File: config.mk
export PLATFORM = sky130hd
export DESIGN_NAME = bounding_box_border_overlay
export DESIGN_NICKNAME = d
export VERILOG_FILES = /design/src/sv/bbo_pkg.sv /design/src/sv/bbo_csr.sv /design/src/sv/bbo_front.sv /design/src/sv/bbo_queue.sv /design/src/sv/bbo_back.sv /design/src/sv/bounding_box_border_overlay.sv
export SDC_FILE = /design/constraint.sdc
export NUM_CORES = 2
export LEC_CHECK = 0
export ABC_AREA = 1
export BUFFER_PORTS_ARGS = -buffer_cell sky130_fd_sc_hd__buf_2
export CAP_MARGIN = 10
export CORE_UTILIZATION = 38
export DETAILED_ROUTE_END_ITERATION = 12
export PLACE_DENSITY = 0.5
export SETUP_SLACK_MARGIN = 0.4
export SYNTH_ARGS = -nofsm -noshare
export SYNTH_HDL_FRONTEND = slang
export SYNTH_SLANG_ARGS = --single-unit
File: constraint.sdc
create_clock -name clock -period 5.5 [get_ports clock]
set_input_delay 1.1 -clock clock [delete_from_list [all_inputs] [get_ports clock]]
set_output_delay 1.1 -clock clock [all_outputs]
set_load 0.005 [all_outputs]
File: src/sv/bbo_pkg.sv
`timescale 1ns / 1ps
// ----------------------------------------------------------------------------
// bbo_pkg
// Shared types and constants of the bounding box border overlay.
// ----------------------------------------------------------------------------
package bbo_pkg;

   localparam int MAX_BOXES = 16;
   localparam int BOX_CNT_W = $clog2(MAX_BOXES + 1);
   localparam int BOX_IDX_W = (MAX_BOXES > 1) ? $clog2(MAX_BOXES) : 1;

   localparam int COORD_W = 13;
   localparam int PIX_W   = 12;
   localparam int COLOR_W = 8;
   localparam int THICK_W = 4;
   localparam int FRAME_W = 13;
   localparam int DIFF_W  = COORD_W + 2;

   localparam int CSR_ADDR_W = 5;
   localparam int CSR_DATA_W = 32;
   localparam int REQ_DATA_W = 104;
   localparam int RSP_DATA_W = 24;

   localparam logic [THICK_W-1:0] THICK_RESET  = 4'd2;
   localparam logic [COLOR_W-1:0] RED_RESET    = 8'd0;
   localparam logic [COLOR_W-1:0] GREEN_RESET  = 8'd255;
   localparam logic [COLOR_W-1:0] BLUE_RESET   = 8'd0;
   localparam logic [FRAME_W-1:0] WIDTH_RESET  = 13'd1920;
   localparam logic [FRAME_W-1:0] HEIGHT_RESET = 13'd1080;

   typedef enum logic [1:0] {
      CMD_CLEAR = 2'd0,
      CMD_LOAD  = 2'd1,
      CMD_PIXEL = 2'd2,
      CMD_NONE  = 2'd3
   } cmd_type;

   typedef enum logic [2:0] {
      REG_THICKNESS = 3'd0,
      REG_RED       = 3'd1,
      REG_GREEN     = 3'd2,
      REG_BLUE      = 3'd3,
      REG_WIDTH     = 3'd4,
      REG_HEIGHT    = 3'd5
   } reg_index_type;

   typedef logic signed [COORD_W-1:0] coord_type;

   typedef struct packed {
      coord_type left;
      coord_type top;
      coord_type right;
      coord_type bottom;
   } box_type;

   typedef struct packed {
      logic [COLOR_W-1:0] red;
      logic [COLOR_W-1:0] green;
      logic [COLOR_W-1:0] blue;
   } rgb_type;

   typedef struct packed {
      logic [THICK_W-1:0] thickness;
      rgb_type            color;
      logic [FRAME_W-1:0] frame_width;
      logic [FRAME_W-1:0] frame_height;
   } cfg_type;

   typedef struct packed {
      logic [MAX_BOXES-1:0] hits;
      rgb_type              pixel;
   } job_type;

endpackage

File: src/sv/bbo_csr.sv
`timescale 1ns / 1ps
// ----------------------------------------------------------------------------
// bbo_csr
// Configuration registers behind an APB-style write and read port.
// ----------------------------------------------------------------------------
module bbo_csr
   import bbo_pkg::*;
(
   input  logic                  clock,
   input  logic                  reset,
   input  logic                  csr_psel,
   input  logic                  csr_penable,
   input  logic                  csr_pwrite,
   input  logic [CSR_ADDR_W-1:0] csr_paddr,
   input  logic [CSR_DATA_W-1:0] csr_pwdata,
   output logic [CSR_DATA_W-1:0] csr_prdata,
   output logic                  csr_pready,
   output cfg_type               cfg
);

   cfg_type       cfg_ff, cfg_in;
   reg_index_type index;
   logic          wr_en;

   assign index      = reg_index_type'(csr_paddr[4:2]);
   assign wr_en      = csr_psel && csr_penable && csr_pwrite;
   assign csr_pready = 1'b1;
   assign cfg        = cfg_ff;

   always_comb begin
      cfg_in = cfg_ff;
      if (wr_en) begin
         case (index)
            REG_THICKNESS: cfg_in.thickness    = csr_pwdata[THICK_W-1:0];
            REG_RED:       cfg_in.color.red    = csr_pwdata[COLOR_W-1:0];
            REG_GREEN:     cfg_in.color.green  = csr_pwdata[COLOR_W-1:0];
            REG_BLUE:      cfg_in.color.blue   = csr_pwdata[COLOR_W-1:0];
            REG_WIDTH:     cfg_in.frame_width  = csr_pwdata[FRAME_W-1:0];
            REG_HEIGHT:    cfg_in.frame_height = csr_pwdata[FRAME_W-1:0];
            default:       cfg_in = cfg_ff;
         endcase
      end
   end

   always_comb begin
      case (index)
         REG_THICKNESS: csr_prdata = CSR_DATA_W'(cfg_ff.thickness);
         REG_RED:       csr_prdata = CSR_DATA_W'(cfg_ff.color.red);
         REG_GREEN:     csr_prdata = CSR_DATA_W'(cfg_ff.color.green);
         REG_BLUE:      csr_prdata = CSR_DATA_W'(cfg_ff.color.blue);
         REG_WIDTH:     csr_prdata = CSR_DATA_W'(cfg_ff.frame_width);
         REG_HEIGHT:    csr_prdata = CSR_DATA_W'(cfg_ff.frame_height);
         default:       csr_prdata = '0;
      endcase
   end

   always_ff @(posedge clock) begin
      if (reset) begin
         cfg_ff.thickness    <= THICK_RESET;
         cfg_ff.color.red    <= RED_RESET;
         cfg_ff.color.green  <= GREEN_RESET;
         cfg_ff.color.blue   <= BLUE_RESET;
         cfg_ff.frame_width  <= WIDTH_RESET;
         cfg_ff.frame_height <= HEIGHT_RESET;
      end else begin
         cfg_ff <= cfg_in;
      end
   end

endmodule

File: src/sv/bbo_front.sv
`timescale 1ns / 1ps
// ----------------------------------------------------------------------------
// bbo_front
// Accepts commands, keeps the box table and tests each pixel against every
// stored box in parallel lanes, pushing one job per pixel.
// ----------------------------------------------------------------------------
module bbo_front
   import bbo_pkg::*;
(
   input  logic       clock,
   input  logic       reset,
   input  cfg_type    cfg,
   input  logic       req_valid,
   output logic       req_ready,
   input  cmd_type    req_cmd,
   input  box_type    req_box,
   input  logic [PIX_W-1:0] req_x,
   input  logic [PIX_W-1:0] req_y,
   input  rgb_type    req_pixel,
   input  logic       job_full,
   output logic       job_push,
   output job_type    job
);

   box_type              table_ff [MAX_BOXES];
   logic [BOX_CNT_W-1:0] count_ff, count_in;
   logic                 accept;
   logic                 load_en;
   logic                 in_frame;
   logic [MAX_BOXES-1:0] hits;

   function automatic logic box_hit(box_type b, logic [PIX_W-1:0] x,
                                    logic [PIX_W-1:0] y, logic [THICK_W-1:0] t);
      logic signed [DIFF_W-1:0] xs, ys, ts;
      logic signed [DIFF_W-1:0] dl, dt, dr, db;
      logic                     in_box;
      xs = $signed({{(DIFF_W-PIX_W){1'b0}}, x});
      ys = $signed({{(DIFF_W-PIX_W){1'b0}}, y});
      ts = $signed({{(DIFF_W-THICK_W){1'b0}}, t});
      dl = xs - DIFF_W'(b.left);
      dt = ys - DIFF_W'(b.top);
      dr = DIFF_W'(b.right) - xs;
      db = DIFF_W'(b.bottom) - ys;
      in_box = !dl[DIFF_W-1] && !dt[DIFF_W-1] && !dr[DIFF_W-1] && !db[DIFF_W-1];
      return in_box && ((dl < ts) || (dt < ts) || (dr < ts) || (db < ts));
   endfunction

   assign req_ready = !job_full;
   assign accept    = req_valid && req_ready;
   assign load_en   = accept && (req_cmd == CMD_LOAD) &&
                      (count_ff < BOX_CNT_W'(MAX_BOXES));
   assign in_frame  = ({1'b0, req_x} < cfg.frame_width) &&
                      ({1'b0, req_y} < cfg.frame_height);

   always_comb begin
      for (int i = 0; i < MAX_BOXES; i++) begin
         hits[i] = in_frame && (BOX_CNT_W'(i) < count_ff) &&
                   box_hit(table_ff[i], req_x, req_y, cfg.thickness);
      end
   end

   always_comb begin
      count_in = count_ff;
      if (accept && (req_cmd == CMD_CLEAR)) begin
         count_in = '0;
      end else if (load_en) begin
         count_in = count_ff + BOX_CNT_W'(1);
      end
   end

   assign job_push  = accept && (req_cmd == CMD_PIXEL);
   assign job.hits  = hits;
   assign job.pixel = req_pixel;

   always_ff @(posedge clock) begin
      if (reset) begin
         count_ff <= '0;
      end else begin
         count_ff <= count_in;
      end
   end

   always_ff @(posedge clock) begin
      if (load_en) begin
         table_ff[count_ff[BOX_IDX_W-1:0]] <= req_box;
      end
   end

endmodule

File: src/sv/bbo_queue.sv
`timescale 1ns / 1ps
// ----------------------------------------------------------------------------
// bbo_queue
// Two-entry job queue between the classify and the drawing side.
// ----------------------------------------------------------------------------
module bbo_queue
   import bbo_pkg::*;
(
   input  logic    clock,
   input  logic    reset,
   input  logic    push,
   input  job_type push_data,
   output logic    full,
   input  logic    pop,
   output logic    pop_valid,
   output job_type pop_data
);

   job_type    mem_ff [2];
   logic       wr_ptr_ff, wr_ptr_in;
   logic       rd_ptr_ff, rd_ptr_in;
   logic [1:0] count_ff, count_in;
   logic       do_push, do_pop;

   assign full      = (count_ff == 2'd2);
   assign pop_valid = (count_ff != 2'd0);
   assign pop_data  = mem_ff[rd_ptr_ff];
   assign do_push   = push && !full;
   assign do_pop    = pop && pop_valid;

   always_comb begin
      wr_ptr_in = do_push ? !wr_ptr_ff : wr_ptr_ff;
      rd_ptr_in = do_pop ? !rd_ptr_ff : rd_ptr_ff;
      count_in  = count_ff + 2'(do_push) - 2'(do_pop);
   end

   always_ff @(posedge clock) begin
      if (reset) begin
         wr_ptr_ff <= 1'b0;
         rd_ptr_ff <= 1'b0;
         count_ff  <= 2'd0;
      end else begin
         wr_ptr_ff <= wr_ptr_in;
         rd_ptr_ff <= rd_ptr_in;
         count_ff  <= count_in;
      end
   end

   always_ff @(posedge clock) begin
      if (do_push) begin
         mem_ff[wr_ptr_ff] <= push_data;
      end
   end

endmodule

File: src/sv/bbo_back.sv
`timescale 1ns / 1ps
// ----------------------------------------------------------------------------
// bbo_back
// Merges the per-box hits of a job and drives the registered result.
// ----------------------------------------------------------------------------
module bbo_back
   import bbo_pkg::*;
(
   input  logic    clock,
   input  logic    reset,
   input  cfg_type cfg,
   input  logic    job_valid,
   input  job_type job,
   output logic    job_pop,
   output logic    rsp_valid,
   input  logic    rsp_ready,
   output rgb_type rsp_color,
   output logic    rsp_border
);

   logic    valid_ff, valid_in;
   rgb_type color_ff, color_in;
   logic    border_ff, border_in;
   logic    load;
   logic    hit;

   assign load    = !valid_ff || rsp_ready;
   assign job_pop = load && job_valid;
   assign hit     = |job.hits;

   always_comb begin
      valid_in  = valid_ff;
      color_in  = color_ff;
      border_in = border_ff;
      if (load) begin
         valid_in  = job_valid;
         color_in  = hit ? cfg.color : job.pixel;
         border_in = hit;
      end
   end

   assign rsp_valid  = valid_ff;
   assign rsp_color  = color_ff;
   assign rsp_border = border_ff;

   always_ff @(posedge clock) begin
      if (reset) begin
         valid_ff <= 1'b0;
      end else begin
         valid_ff <= valid_in;
      end
   end

   always_ff @(posedge clock) begin
      color_ff  <= color_in;
      border_ff <= border_in;
   end

endmodule

File: src/sv/bounding_box_border_overlay.sv
`timescale 1ns / 1ps
// ----------------------------------------------------------------------------
// bounding_box_border_overlay
// an accepted pixel is stored in the job queue, then in the rsp output register
// throughput: one transaction per cycle (box compare lanes) if queue has room
// clear and load transactions give no result and take effect for the next pixel
// reset: box count cleared, registers to defaults, box table contents undefined
// ----------------------------------------------------------------------------
module bounding_box_border_overlay
   import bbo_pkg::*;
(
   input  logic                  clock,
   input  logic                  reset,
   input  logic                  req_tvalid,
   output logic                  req_tready,
   // box_left, box_top, box_right, box_bottom, pixel_x, pixel_y,
   // pixel_red, pixel_green, pixel_blue, zero pad
   input  logic [REQ_DATA_W-1:0] req_tdata,
   // cmd
   input  logic [1:0]            req_tuser,
   output logic                  rsp_tvalid,
   input  logic                  rsp_tready,
   // out_red, out_green, out_blue
   output logic [RSP_DATA_W-1:0] rsp_tdata,
   // on_border
   output logic                  rsp_tuser,
   input  logic                  csr_psel,
   input  logic                  csr_penable,
   input  logic                  csr_pwrite,
   input  logic [CSR_ADDR_W-1:0] csr_paddr,
   input  logic [CSR_DATA_W-1:0] csr_pwdata,
   output logic [CSR_DATA_W-1:0] csr_prdata,
   output logic                  csr_pready
);

   cfg_type          cfg;
   box_type          req_box;
   rgb_type          req_pixel;
   logic [PIX_W-1:0] req_x, req_y;
   job_type          push_job, pop_job;
   logic             job_push, job_full, job_pop, job_valid;
   rgb_type          rsp_color;

   assign req_box.left    = req_tdata[12:0];
   assign req_box.top     = req_tdata[25:13];
   assign req_box.right   = req_tdata[38:26];
   assign req_box.bottom  = req_tdata[51:39];
   assign req_x           = req_tdata[63:52];
   assign req_y           = req_tdata[75:64];
   assign req_pixel.red   = req_tdata[83:76];
   assign req_pixel.green = req_tdata[91:84];
   assign req_pixel.blue  = req_tdata[99:92];

   assign rsp_tdata = {rsp_color.blue, rsp_color.green, rsp_color.red};

   bbo_csr u_csr (
      .clock       (clock),
      .reset       (reset),
      .csr_psel    (csr_psel),
      .csr_penable (csr_penable),
      .csr_pwrite  (csr_pwrite),
      .csr_paddr   (csr_paddr),
      .csr_pwdata  (csr_pwdata),
      .csr_prdata  (csr_prdata),
      .csr_pready  (csr_pready),
      .cfg         (cfg)
   );

   bbo_front u_front (
      .clock     (clock),
      .reset     (reset),
      .cfg       (cfg),
      .req_valid (req_tvalid),
      .req_ready (req_tready),
      .req_cmd   (cmd_type'(req_tuser)),
      .req_box   (req_box),
      .req_x     (req_x),
      .req_y     (req_y),
      .req_pixel (req_pixel),
      .job_full  (job_full),
      .job_push  (job_push),
      .job       (push_job)
   );

   bbo_queue u_queue (
      .clock     (clock),
      .reset     (reset),
      .push      (job_push),
      .push_data (push_job),
      .full      (job_full),
      .pop       (job_pop),
      .pop_valid (job_valid),
      .pop_data  (pop_job)
   );

   bbo_back u_back (
      .clock      (clock),
      .reset      (reset),
      .cfg        (cfg),
      .job_valid  (job_valid),
      .job        (pop_job),
      .job_pop    (job_pop),
      .rsp_valid  (rsp_tvalid),
      .rsp_ready  (rsp_tready),
      .rsp_color  (rsp_color),
      .rsp_border (rsp_tuser)
   );

endmodule
== After elaboration in Yosys (flattened, before gate mapping) ==
Memory sizes are Yosys's and may differ from the RTL's. A register that Yosys moved wholly into a read port is not among the register bits.
Cells that the tools add are included.

* $add $sub $neg: 67
* Magnitude comparators: 83
* Equal/unequal tests: 8
* Mux-type cells: 8
* Reductions and logical operators: 235

{| class="wikitable"
|+ Operators by type and width
! operator !! count
|-
| less-than comparator 15 x 5 -> 1 bit || 64
|-
| subtractor 13 x 13 -> 14 bit || 64
|-
| logical AND 1 bit || 107
|-
| case mux 13 bit (6 select lines) || 1
|-
| logical NOT 1 bit || 68
|-
| logical OR 1 bit || 49
|-
| less-than comparator 4 x 5 -> 1 bit, first input constant || 8
|-
| less-than comparator 12 x 13 -> 1 bit || 2
|-
| 2-to-1 mux 24 bit || 1
|-
| less-than comparator 3 x 5 -> 1 bit, first input constant || 4
|-
| OR reduction 16 bit || 1
|-
| AND reduction 2 bit || 6
|-
| less-than comparator 1 x 5 -> 1 bit, first input constant || 2
|-
| less-than comparator 2 x 5 -> 1 bit, first input constant || 2
|-
| == test 3 x 2 -> 1 bit, second input constant || 2
|-
| == test 3 bit, second input constant || 2
|-
| 2-to-1 mux 1 bit || 6
|-
| adder 5 x 1 -> 5 bit, second input constant || 1
|-
| less-than comparator 5 bit, second input constant || 1
|-
| == test 2 bit, second input constant || 2
|-
| == test 3 x 1 -> 1 bit, second input constant || 1
|-
| logical NOT 3 bit || 1
|-
| adder 2 x 1 -> 2 bit || 1
|-
| == test 2 x 1 -> 1 bit, second input constant || 1
|-
| other kinds (4) || 4
|}

* Flip-flop bits (word level): 89
* Memory bits (writable): 912
* Input port bits: 150
* Output and inout bits: 60
* Logic and storage cells: 418
* Memories: 2

{| class="wikitable"
|+ Memory list
! name !! depth !! width !! rd ports !! clocked after memory_dff !! write ports !! line !! source
|-
| u_front.table_ff || 16 || 52 || 16 || 0 || 1 || bbo_front.sv:25 || <nowiki>box_type table_ff [MAX_BOXES];</nowiki>
|-
| u_queue.mem_ff || 2 || 40 || 1 || 1 || 1 || bbo_queue.sv:19 || <nowiki>job_type mem_ff [2];</nowiki>
|}

== Longest topological paths before layout ==
An unclocked memory read counts as a cell.

* Depth in word-level cells: 8
* Depth in mapped cells: 20
* Mapped depth without buffers: 20

== Cells and area by module ==
A second synthesis with hierarchy kept.

* Cells, all modules: 11,856
* Area total of the unflattened synthesis: 85,918.7 um2

{| class="wikitable"
|+ Modules (own cells, without submodules)
! module !! times used !! cells each !! area each (um2) !! sequential area each (um2)
|-
| bbo_front || 1 || 11,128 || 78,531.6 || 25,084.1
|-
| bbo_queue || 1 || 162 || 3,145.5 || 2,502.4
|-
| bbo_csr || 1 || 442 || 3,017.9 || 1,081.0
|-
| bbo_back || 1 || 124 || 1,223.7 || 770.7
|}

== Worst setup path before layout ==
No wires, ideal clock.

* Path kind: input to register
* From: input port req_tuser[0]
* To: memory u_front.table_ff[15][0] in the netlist's numbering, enable pin
* Setup time: 463 ps
* Arrival: 4,065 ps
* Required time: 5,037 ps
* Slack: 972 ps
* Stages: 6
* Path buffers: 0
* Cells stage by stage: inv_1 nor4_4 inv_1 nor2_1 inv_1 nor2_1

* Word-level cells in the longest chain between the ends: 5

{| class="wikitable"
|+ Ends and longest elaborated chain
! element !! line !! source
|-
| from (decl) || bounding_box_border_overlay.sv:20 || <nowiki>input logic [1:0] req_tuser,</nowiki>
|-
| == test 2 x 1 -> 1 bit || bbo_front.sv:50 || <nowiki>assign load_en = accept && (req_cmd == CMD_LOAD) &&</nowiki>
|-
| logical AND 1 bit (2 in a row) || bbo_front.sv:50 ||
|-
| 2-to-1 mux 1 bit || bbo_front.sv:84 || <nowiki>if (load_en) begin</nowiki>
|-
| 2-to-1 mux 1 bit (not written as such) || bbo_front.sv:85 || <nowiki>table_ff[count_ff[BOX_IDX_W-1:0]] <= req_box;</nowiki>
|-
| to (decl) || bbo_front.sv:25 ||
|}

No other way between the ends.

==> impl_metrics.xml <==
<?xml version="1.0" encoding="UTF-8"?>
<metrics>
  <group name="status">
    <metric name="outcome" unit="">completed</metric>
  </group>
  <group name="place">
    <metric name="dpl-instance-area" unit="sq mm">0.0908</metric>
    <metric name="dpl.hpwl" unit="um">206000</metric>
    <metric name="number_of_buffers_inserted_by_port_buffering" unit="">164</metric>
    <metric name="gp_routability_congestion" unit="">0.911</metric>
  </group>
  <group name="synth">
    <metric name="syn-mean-instance-area" unit="sq um">7.29</metric>
    <metric name="synth_edf_count" unit="">937</metric>
    <metric name="synth_area" unit="sq mm">0.0852</metric>
    <metric name="yosys_register_bits" unit="">1002</metric>
    <metric name="postSynth.asyncResetShare" unit="">0</metric>
    <metric name="synth_flop_cell" unit="">sky130_fd_sc_hd__edfxtp_1</metric>
    <metric name="synth.yosys.seq_area_share" unit="">0.345</metric>
    <metric name="synth_cells" unit="">11700</metric>
    <metric name="yosys_warnings" unit="">0</metric>
    <metric name="number_of_unique_standard_cell_types_used_by_synthesis" unit="">55</metric>
  </group>
  <group name="detailed_routing">
    <metric name="routed_vias" unit="">77500</metric>
    <metric name="via_per_inst" unit="">5.11</metric>
    <metric name="avgRoutedWirePerCell" unit="um">18.9</metric>
    <metric name="drc" unit="">0</metric>
    <metric name="postRouteWirelength" unit="um">288000</metric>
    <metric name="initialDrtViolationCount" unit="">5926</metric>
    <metric name="dr.pass1.iters" unit="">6</metric>
    <metric name="detail-route-antenna-nets" unit="">0</metric>
  </group>
  <group name="clocking">
    <metric name="cts_hold_buffers" unit="">0</metric>
    <metric name="numClockSinks" unit="">1002</metric>
    <metric name="htree_num_levels" unit="">4</metric>
    <metric name="num_cts_buffers" unit="">136</metric>
    <metric name="tritoncts" unit="">built</metric>
    <metric name="clock_tree.buffer_depth" unit="">3</metric>
    <metric name="clk_root_buffer_cell" unit="">sky130_fd_sc_hd__clkbuf_16</metric>
    <metric name="clk_pin_slew_worst_paths" unit="ns">0.06</metric>
    <metric name="worstSkewPairLatency" unit="ns">0.82</metric>
    <metric name="post_cts_buffers" unit="">0</metric>
    <metric name="postCtsResizedCells" unit="">0</metric>
  </group>
  <group name="layout">
    <metric name="layout-drive-gt1-share" unit="">0.0495</metric>
    <metric name="nFillCells" unit="">22800</metric>
    <metric name="finish.net_count" unit="">13300</metric>
    <metric name="postLayoutCoreUtil" unit="">0.428</metric>
    <metric name="fin_area" unit="sq mm">0.0953</metric>
    <metric name="mostFrequentLayoutCell" unit="">sky130_fd_sc_hd__nand2_1</metric>
    <metric name="most-common-layout-cells" unit="">3567 x sky130_fd_sc_hd__nand2_1, 2107 x sky130_fd_sc_hd__inv_1, 1049 x sky130_fd_sc_hd__nor2_1, 988 x sky130_fd_sc_hd__ha_1, 976 x sky130_fd_sc_hd__nand3_1</metric>
    <metric name="areaGrowthSynthToFinish" unit="%">11.8</metric>
  </group>
  <group name="worst_hold_path">
    <metric name="hold_path_startpoint" unit="">u_queue.rd_ptr_ff</metric>
    <metric name="worst_hold_path_class" unit="">flop to flop</metric>
  </group>
  <group name="worst_setup_path">
    <metric name="critPathArrivalTime" unit="ns">4.65</metric>
    <metric name="crit_path_buf_inv_count" unit="">3</metric>
    <metric name="startpoint_type" unit="">input pin</metric>
    <metric name="critical_path_s_most_frequent_cell" unit="">sky130_fd_sc_hd__nand3_1</metric>
    <metric name="crit_path_cell_trace" unit="">buf_2 -&gt; inv_1 -&gt; ha_1 -&gt; fa_1 -&gt; xnor2_1 -&gt; ha_1 -&gt; nand3_1 -&gt; a21boi_0 -&gt; nor2_1 -&gt; nand3_1 -&gt; nor2_1 -&gt; nand3_1 -&gt; nand2_1 -&gt; nor2_1 -&gt; nand3_1 -&gt; nand2_1 -&gt; inv_1</metric>
    <metric name="required" unit="ns">6.07</metric>
    <metric name="critPathTopFamily" unit="">simple AND/OR/NAND/NOR gates</metric>
    <metric name="crit_type" unit="">input pin to flop</metric>
    <metric name="critPathMaxStageDelay" unit="ns">0.57</metric>
    <metric name="cpMaxStageDelayCell" unit="">sky130_fd_sc_hd__nor2_1</metric>
    <metric name="endpoint_kind" unit="">flop</metric>
    <metric name="setup.worst_path.start" unit="">req_tdata[52]</metric>
    <metric name="regToRegStartpoint" unit="">u_front.table_ff[15][39]</metric>
    <metric name="path_max_fanout" unit="">8</metric>
  </group>
  <group name="grt">
    <metric name="first_global_vias" unit="">73100</metric>
    <metric name="grt_pass1_wl" unit="um">428000</metric>
    <metric name="groute.usage.overall" unit="">0.251</metric>
    <metric name="pin_count_of_the_biggest_net_entering_global_routing" unit="">53</metric>
    <metric name="grt_antenna_before_repair" unit="">24</metric>
    <metric name="overflow" unit="">0</metric>
  </group>
  <group name="floorplanning">
    <metric name="die_w" unit="um">476</metric>
    <metric name="dieArea" unit="sq mm">0.226</metric>
    <metric name="ios" unit="">210</metric>
    <metric name="floorplan.die.height" unit="um">476</metric>
    <metric name="start_util" unit="">0.383</metric>
    <metric name="placeableCoreArea" unit="sq mm">0.223</metric>
    <metric name="std_cell_rows" unit="">173</metric>
  </group>
  <group name="sta">
    <metric name="fin_crit_sh" unit="">0.742</metric>
    <metric name="hold_slack" unit="ns">0.467</metric>
    <metric name="setup_viol_count_final" unit="">0</metric>
    <metric name="final_max_slew_viol_count" unit="">0</metric>
    <metric name="worst_pin_slew" unit="ns">1.18</metric>
    <metric name="fin_skew" unit="ns">0.0375</metric>
    <metric name="post-route-min-period" unit="ns">4.08</metric>
    <metric name="finalHoldViolations" unit="">0</metric>
    <metric name="fin_setup_tns" unit="ns">0</metric>
    <metric name="rsz0062_at_grt" unit="">false</metric>
    <metric name="clock.fmax" unit="GHz">0.245</metric>
    <metric name="timing.max_slew.rel_slack" unit="">0.213</metric>
  </group>
  <group name="pwr">
    <metric name="power.leakage" unit="nW">47.9</metric>
    <metric name="p_seq_frac" unit="">0.396</metric>
    <metric name="power.share.combinational" unit="">0.185</metric>
    <metric name="power_density_over_cell_area" unit="mW/mm^2">226</metric>
    <metric name="intPower" unit="W">0.0150</metric>
    <metric name="worst_ir_drop_vdd" unit="mV">0.303</metric>
    <metric name="power_switching" unit="W">0.00653</metric>
    <metric name="p_sw_frac" unit="">0.303</metric>
    <metric name="part_of_the_total_power_dissipated_in_the_clock_network" unit="">0.419</metric>
  </group>
  <group name="flow_run">
    <metric name="drv_cap" unit="">0</metric>
  </group>
</metrics>
==> sequential cells by signal, summed over array words and instances (netlist names), named ones only <==
signal	cells
u_back.rsp_border	1
u_back.rsp_color	24
u_back.rsp_valid	1
u_csr.cfg	54
u_front.count_ff	5
u_front.table_ff	832
u_queue.count_ff	2
u_queue.mem_ff	80
u_queue.rd_ptr_ff	1
u_queue.wr_ptr_ff	1
==> metrics by stage <==
step,cells,setup slack [ns],total power (W)
2_1_floorplan,11700,0.972,0.0113
3_3_place_gp,14900,0.668,0.0126
3_5_place_dp,14900,0.610,0.0127
4_1_cts,15200,1.49,0.0218
5_1_grt,15200,1.24,0.0226
6_report,15200,1.42,0.0216
==> worst reg2reg max path, cell delays in order (launching register included) <==
cell                       delay [ns]
sky130_fd_sc_hd__edfxtp_1        0.37
sky130_fd_sc_hd__ha_1            0.21
sky130_fd_sc_hd__fa_1            0.42
sky130_fd_sc_hd__xnor2_1         0.15
sky130_fd_sc_hd__ha_1            0.30
sky130_fd_sc_hd__nand3_1         0.07
sky130_fd_sc_hd__a21boi_0        0.21
sky130_fd_sc_hd__nor2_1          0.10
sky130_fd_sc_hd__nand3_1         0.09
sky130_fd_sc_hd__nor2_1          0.04
sky130_fd_sc_hd__nand3_1         0.28
sky130_fd_sc_hd__nand2_1         0.11
sky130_fd_sc_hd__nor2_1          0.57
sky130_fd_sc_hd__nand3_1         0.15
sky130_fd_sc_hd__nand2_1         0.10
sky130_fd_sc_hd__inv_1           0.05
==> logic make-up (layout without fill, tap and decap cells) <==
| kind of cell | after synthesis | after routing | share of synthesized area |
|---|---|---|---|
| other | 2 | 27 | 0.0000881 |
| adder cells (fa/ha/maj) | 1052 | 1052 | 0.160 |
| AND/OR/NAND/NOR | 6201 | 6201 | 0.307 |
| XOR/XNOR | 193 | 193 | 0.0198 |
| AO/OA/AOI/OAI | 1061 | 1061 | 0.0697 |
| flip-flops | 1002 | 1002 | 0.345 |
| buffers and inverters | 2172 | 2664 | 0.0975 |
==> metal layers <==
layer | vias to the layer above | GRT usage | share of wire
met4 | 2 | 0.0790 | 0.031
met3 | 365 | 0.0299 | 0.054
met5 | - | 0 | 0.000031
met1 | 36200 | 0.343 | 0.47
met2 | 1929 | 0.411 | 0.45
li1 | 39000 | - | -
==> cells in the mapped netlist, types with 17 or more instances <==
library cell / n / area share
sky130_fd_sc_hd__a31oi_1: 23 / 0.0017
sky130_fd_sc_hd__buf_4: 23 / 0.0020
sky130_fd_sc_hd__dfxtp_1: 65 / 0.015
sky130_fd_sc_hd__ha_1: 988 / 0.15
sky130_fd_sc_hd__nand3b_1: 193 / 0.017
sky130_fd_sc_hd__o21ai_2: 29 / 0.0030
sky130_fd_sc_hd__o21ai_0: 218 / 0.013
sky130_fd_sc_hd__nor3_1: 74 / 0.0043
sky130_fd_sc_hd__nand2_1: 3567 / 0.16
sky130_fd_sc_hd__o21bai_1: 43 / 0.0038
sky130_fd_sc_hd__inv_1: 2112 / 0.093
sky130_fd_sc_hd__and2_1: 17 / 0.0012
sky130_fd_sc_hd__xnor2_1: 97 / 0.010
sky130_fd_sc_hd__fa_1: 64 / 0.015
sky130_fd_sc_hd__a21o_1: 36 / 0.0032
sky130_fd_sc_hd__nor2_1: 1067 / 0.047
sky130_fd_sc_hd__or2_2: 29 / 0.0021
sky130_fd_sc_hd__edfxtp_1: 937 / 0.33
sky130_fd_sc_hd__xor2_1: 96 / 0.0099
sky130_fd_sc_hd__nand3_1: 976 / 0.057
sky130_fd_sc_hd__a21boi_0: 39 / 0.0034
sky130_fd_sc_hd__a21oi_1: 592 / 0.035
sky130_fd_sc_hd__nand4_1: 245 / 0.018
==> final timing paths <==
path                            to  slack [ns]  cells past startpoint
max          u_queue.mem_ff[0][39]        1.42                     17
min              u_queue.rd_ptr_ff        0.47                      1
max reg2reg  u_queue.mem_ff[0][39]        2.07                     15
min reg2reg      u_queue.rd_ptr_ff        0.47                      1
==> power by group through the flow <==
stage	Clock [W]	Sequential (W)	Combinational (W)
after global placement	0	0.00870	0.00391
after global routing	0.00952	0.00855	0.00453
after detailed placement	0	0.00870	0.00396
after CTS	0.00928	0.00854	0.00398
after floorplan	0	0.00863	0.00269
final	0.00903	0.00854	0.00399
==> final cells by class <==
| class | count | area (sq um) | area share |
|---|---|---|---|
| flip-flops and latches | 1002 | 29400 | 0.309 |
| clock buffers | 175 | 3680 | 0.0386 |
| multi-input cells | 8527 | 47700 | 0.500 |
| well taps | 2975 | 3720 | 0.0391 |
| diodes | 7 | 17.5 | 0.000184 |
| repair buffers | 297 | 1950 | 0.0205 |
| inverters | 2120 | 7980 | 0.0837 |
| clock inverters | 72 | 832 | 0.00873 |
No activity file was read; power rests on OpenSTA's default activity.
